==> src/hdl/tch_mul.sv <==
// ----------------------------------------------------------------------------
// Split multiplier
// Unsigned product in two stages: four half-width partial products, then sum.
// ----------------------------------------------------------------------------
`default_nettype none

module tch_mul #(
    parameter int AW = 34,
    parameter int BW = 34
) (
    input  wire logic             i_clk,
    input  wire logic             i_en,
    input  wire logic [AW-1:0]    i_a,
    input  wire logic [BW-1:0]    i_b,
    output logic [AW+BW-1:0]      o_p
);

    localparam int AL = AW / 2;
    localparam int AH = AW - AL;
    localparam int BL = BW / 2;
    localparam int BH = BW - BL;
    localparam int PW = AW + BW;

    logic [AL+BL-1:0] r_ll;
    logic [AL+BH-1:0] r_lh;
    logic [AH+BL-1:0] r_hl;
    logic [AH+BH-1:0] r_hh;
    logic [PW-1:0]    r_p;

    always_ff @(posedge i_clk) begin
        if (i_en) begin
            r_ll <= i_a[AL-1:0] * i_b[BL-1:0];
            r_lh <= i_a[AL-1:0] * i_b[BW-1:BL];
            r_hl <= i_a[AW-1:AL] * i_b[BL-1:0];
            r_hh <= i_a[AW-1:AL] * i_b[BW-1:BL];
            r_p  <= (PW'(r_hh) << (AL + BL)) + (PW'(r_hl) << AL)
                  + (PW'(r_lh) << BL) + PW'(r_ll);
        end
    end

    assign o_p = r_p;

endmodule

`default_nettype wire

==> config.mk <==
export PLATFORM = sky130hd
export DESIGN_NAME = tch_mul
export DESIGN_NICKNAME = d
export VERILOG_FILES = /design/src/hdl/tch_mul.sv
export SDC_FILE = /design/constraint.sdc
export NUM_CORES = 2
export LEC_CHECK = 0
export BUFFER_PORTS_ARGS = -buffer_cell sky130_fd_sc_hd__buf_2
export CAP_MARGIN = 20
export CORE_AREA = 2 2 306 308
export DETAILED_ROUTE_END_ITERATION = 16
export DIE_AREA = 0 0 308 310
export GPL_ROUTABILITY_DRIVEN = 0
export PLACE_DENSITY = 0.65
export SYNTH_ARGS = -nofsm -noshare
export SYNTH_HDL_FRONTEND = slang
export SYNTH_SLANG_ARGS = --single-unit
==> constraint.sdc <==
create_clock -name i_clk -period 13.4 [get_ports i_clk]
set_clock_uncertainty 0.2 [all_clocks]
set_input_delay 0.67 -clock i_clk [delete_from_list [all_inputs] [get_ports i_clk]]
set_output_delay 0.67 -clock i_clk [all_outputs]
set_load 0.03 [all_outputs]
# After elaboration in Yosys (flattened, before gate mapping)
# Index checks and enable logic that the tools add are counted.
# W data, S select, Z words.
[word_totals] regBits=204 latch_bits=0 mem_bits_rw=0 rom_bits=0 in_bits=70 out_inout_bits=68 elab_cells=12 memories=0
[classes] n_addsub=3 mul=4 div_mod_pow=0 magnitude_cmp=0 n_eq_ne=0 shift=0 mux=0 n_bitwise=0 reduce_logical=0
[ops] cell="$add A68 B51 Y68" n=2
[ops] cell="$mul A17 B17 Y34" n=4
[ops] cell="$add A68 B34 Y68" n=1

# Logic depth before layout (Yosys ltp)
[logic_depth] ltp_word=3 mapped_depth=25 mapped_depth_nobuf=23

# Least setup slack after synthesis
# OpenSTA, ideal clock, no wires.
[synth_timing] kind="input to register" startpoint="input port i_b[9]" endpoint="register r_ll[30] (data pin)" setup_ns=0.262 arrival_time_ns=6.452 required_ns=12.938 setup_slack_ns=6.486 stages=23 n_path_buf=2 cell_sequence="clkbuf_1 > clkbuf_1 > nand2_1 > fa_1 > inv_1 > fa_1 > inv_1 > fa_1 > inv_1 > fa_1 > fa_1 > inv_1 > fa_1 > inv_1 > ha_1 > a21oi_1 > nor2_1 > or4_1 > a311o_1 > a41o_1 > a221oi_1 > a21oi_1 > xor2_1"
[synth_between] elab_chain_len=1
[synth_lines] element="from (decl)" line="14" source="input wire logic [BW-1:0] i_b,"
[synth_lines] element="$mul A17 B17 Y34" line="32" source="r_ll <= i_a[AL-1:0] * i_b[BL-1:0];"
[synth_lines] element="to (signal assigned)" line="32"
[synth_lines] element="to (decl)" line="24" source="logic [AL+BL-1:0] r_ll;"
# Every way passes these cells.
# A chain may end at the register's enable or synchronous reset.

# Worst setup path in the final report
[layout_timing] startpoint="input port i_a[26]" endpoint="register r_hh[33] (data pin)"
[layout_between] elab_chain_len=1
[layout_lines] element="from (decl)" line="13" source="input wire logic [AW-1:0] i_a,"
[layout_lines] element="$mul A17 B17 Y34" line="35" source="r_hh <= i_a[AW-1:AL] * i_b[BW-1:BL];"
[layout_lines] element="to (signal assigned)" line="35"
[layout_lines] element="to (decl)" line="27" source="logic [AH+BH-1:0] r_hh;"
# Every way passes these cells.

==> flow_summary.yaml <==
run_status:
  status: "completed"
sta:
  period_needed_ns: 7.47
  rsz0062_at_grt: "no"
  timing.final.max_slew_violations: 0
  hold_viol: 0
  worst_pin_slew_ns: 1.07
  fmax_mhz: 134
  post-route-period-util_pct: 55.8
  setup_viol_count_final: 0
  fin_ws_ns: 5.93
  timing.hold.ws_ns: 0.220
  maxSlewHeadroom_pct: 28.8
  setup_tns_ns: 0
global_route:
  grt_use_total_pct: 26.6
  grt_pass1_vias: 35100
  grt_start_max_net_pins: 81
  antenna_found_initial: 7
  grt.overflow.total: 0
  grt_pass1_wl_mm: 195
worst_setup_path:
  critPathKind: "in2reg"
  r2r-start: "r_lh[26]"
  reg2reg_slack_ns: 8.55
  cp.arrival_ns: 7.64
  cp_max_fo: 34
  cp-start-kind: "input port"
  worstSetupEndpointType: "register"
  reg2reg_to: "o_p[61]"
  cp-startpoint: "i_a[26]"
  worstPathRequired_ns: 13.57
  ff2ff_path_depth: 10
  crit_path_end: "r_hh[33]"
hold_path:
  hold_path.class: "reg2reg"
floorplan:
  dieWidth_um: 308
  pin_count: 138
  initial_core_util_pct: 50.6
  dieArea_um2: 95500
  num_rows: 112
  fp.dieH_um: 310
  core_area_um2: 92500
clock_tree:
  clk_latency_ns: 0.66
  cts_tree: "done"
  numCtsBuffers: 30
  max-clock-path-buffers: 3
  clk_pin_slew_ns: 0.06
  cts_hold_buf: 0
  cts_resized: 0
  cts_max_level: 1
  clockRootBuffer: "clkbuf_16"
  cts_setup_buffers: 0
  cts.sinks: 204
route:
  routed_wl_mm: 122
  detail_route.wl_per_cell_um: 19.8
  drtIter0Drc: 2348
  ant_nets: 0
  route.vias.total: 33600
  dr.pass1.iters: 6
  route.detailed.drc: 0
  drt-vias-per-instance: 5.44
finish:
  nets: 6423
  fillers: 8469
  drive_above_1_share_pct: 4.96
  regArea_um2: 6130
  multiInputGateArea_um2: 35600
  syn_to_final_growth_pct: 5.75
  fin_area_um2: 49500
synthesis:
  synth_area_leaders: "fa_1 40%, edfxtp_1 13%, ha_1 12%"
  synth-seq-cells: 204
  seq_area_frac_synth_pct: 13.1
  ys.flop_type: "edfxtp_1"
  synth_area_per_cell_um2: 9.40
  synth_edf_count: 204
  yosysWarnings: 0
  synth_area_um2: 46800
  netlist_instances: 4977
  yosysMostFrequentCell: "inv_1"
  synthArstFlopShare_pct: 0
  synth_top_area_cell: "fa_1"
  synthesis.nets: 6444
  yosysTopAreaCellShare_pct: 39.8
  ys_top_cells_by_count: "1121 x inv_1, 931 x fa_1, 717 x nand2_1"
  netlist-cell-type-count: 66
placement:
  hpwl_mm: 90.0
  place_ws_ns: 5.35
  placed_area_um2: 48400
  io_buffer_count: 137
flow_run:
  cap_violations: 0
layout make-up:
type	instances	area share, %
clock buffers	30	1.52
clock inverters	26	0.602
repair buffers	179	2.04
multi-input cells	3420	71.9
well taps	1197	3.03
diodes	2	0.0101
flip-flops and latches	204	12.4
inverters	1121	8.50
cells by family after synthesis:
kind of cell	count (synthesis)	share of synthesized area [%]
compound gates	410	5.67
buf+inv	1353	10.9
xor+xnor	157	2.94
flops	204	13.1
mux	1	0.0241
simple gates	1455	15.1
fa+ha+maj	1397	52.3
per-layer routing:
metal | GRT usage (%) | routed length, um | up-vias
met5 | 0 | 53 | -
met4 | 9.35 | 4940 | 10
met2 | 45.1 | 59600 | 1175
met3 | 4.52 | 8990 | 241
met1 | 34.5 | 48900 | 17200
li1 | - | - | 15000
sequential cells by signal, summed over array words and instances (netlist names):
name,flops
o_p,68
r_hl,34
r_hh,34
r_ll,34
r_lh,34
placed cells by master (no fill, tap or decap), types with 6 or more instances in the layout:
cell / synthesis / layout
a211o_1: 6 / 6
a211oi_1: 12 / 12
a21o_1: 71 / 71
a21oi_1: 131 / 131
a221oi_1: 8 / 8
a31oi_1: 17 / 17
and2_1: 516 / 516
and3_1: 15 / 15
buf_2: 0 / 136
buf_4: 0 / 42
clkbuf_16: 0 / 30
edfxtp_1: 204 / 204
fa_1: 931 / 931
ha_1: 466 / 466
inv_1: 1121 / 1121
nand2_1: 717 / 717
nand2b_1: 19 / 19
nand3_1: 24 / 24
nand4_1: 26 / 26
nor2_1: 84 / 84
nor2b_1: 14 / 14
nor3_1: 12 / 12
o21a_1: 21 / 21
o21ai_0: 68 / 68
o21bai_1: 16 / 16
o31ai_1: 7 / 7
xnor2_1: 107 / 107
xor2_1: 50 / 50
worst min-delay path by stage:
stage	startpoint	end	slack [ns]	cells past startpoint
after floorplan	r_ll[0]	o_p[0]	0.20	0
after global placement	r_ll[0]	o_p[0]	0.20	0
after detailed placement	r_ll[9]	o_p[9]	0.21	0
after CTS	r_ll[9]	o_p[9]	0.22	0
after global routing	r_ll[10]	o_p[10]	0.23	0
final	r_ll[6]	o_p[6]	0.22	0
worst max-delay path, cell delays in order:
cell	delay, ns
buf_2	0.69
nand2_1	0.17
fa_1	0.53
fa_1	0.57
fa_1	0.44
fa_1	0.56
inv_1	0.05
fa_1	0.47
inv_1	0.05
fa_1	0.47
inv_1	0.04
ha_1	0.36
nand3_1	0.15
nor4_1	0.79
o21ai_0	0.30
nand3_1	0.15
a31oi_1	0.19
o21ai_0	0.51
a221o_1	0.26
a21oi_1	0.08
xnor2_1	0.12
through the flow:
step                std cells  util, %
global placement         6121     52.4
detailed placement       6121     52.4
CTS                      6177     53.5
global route             6178     53.5
finish                   6179     53.5
floorplan                4977        -
Power is left out: the tool's default activity adds up to more than one toggle a clock period on the data nets, which glitch-free logic cannot reach.
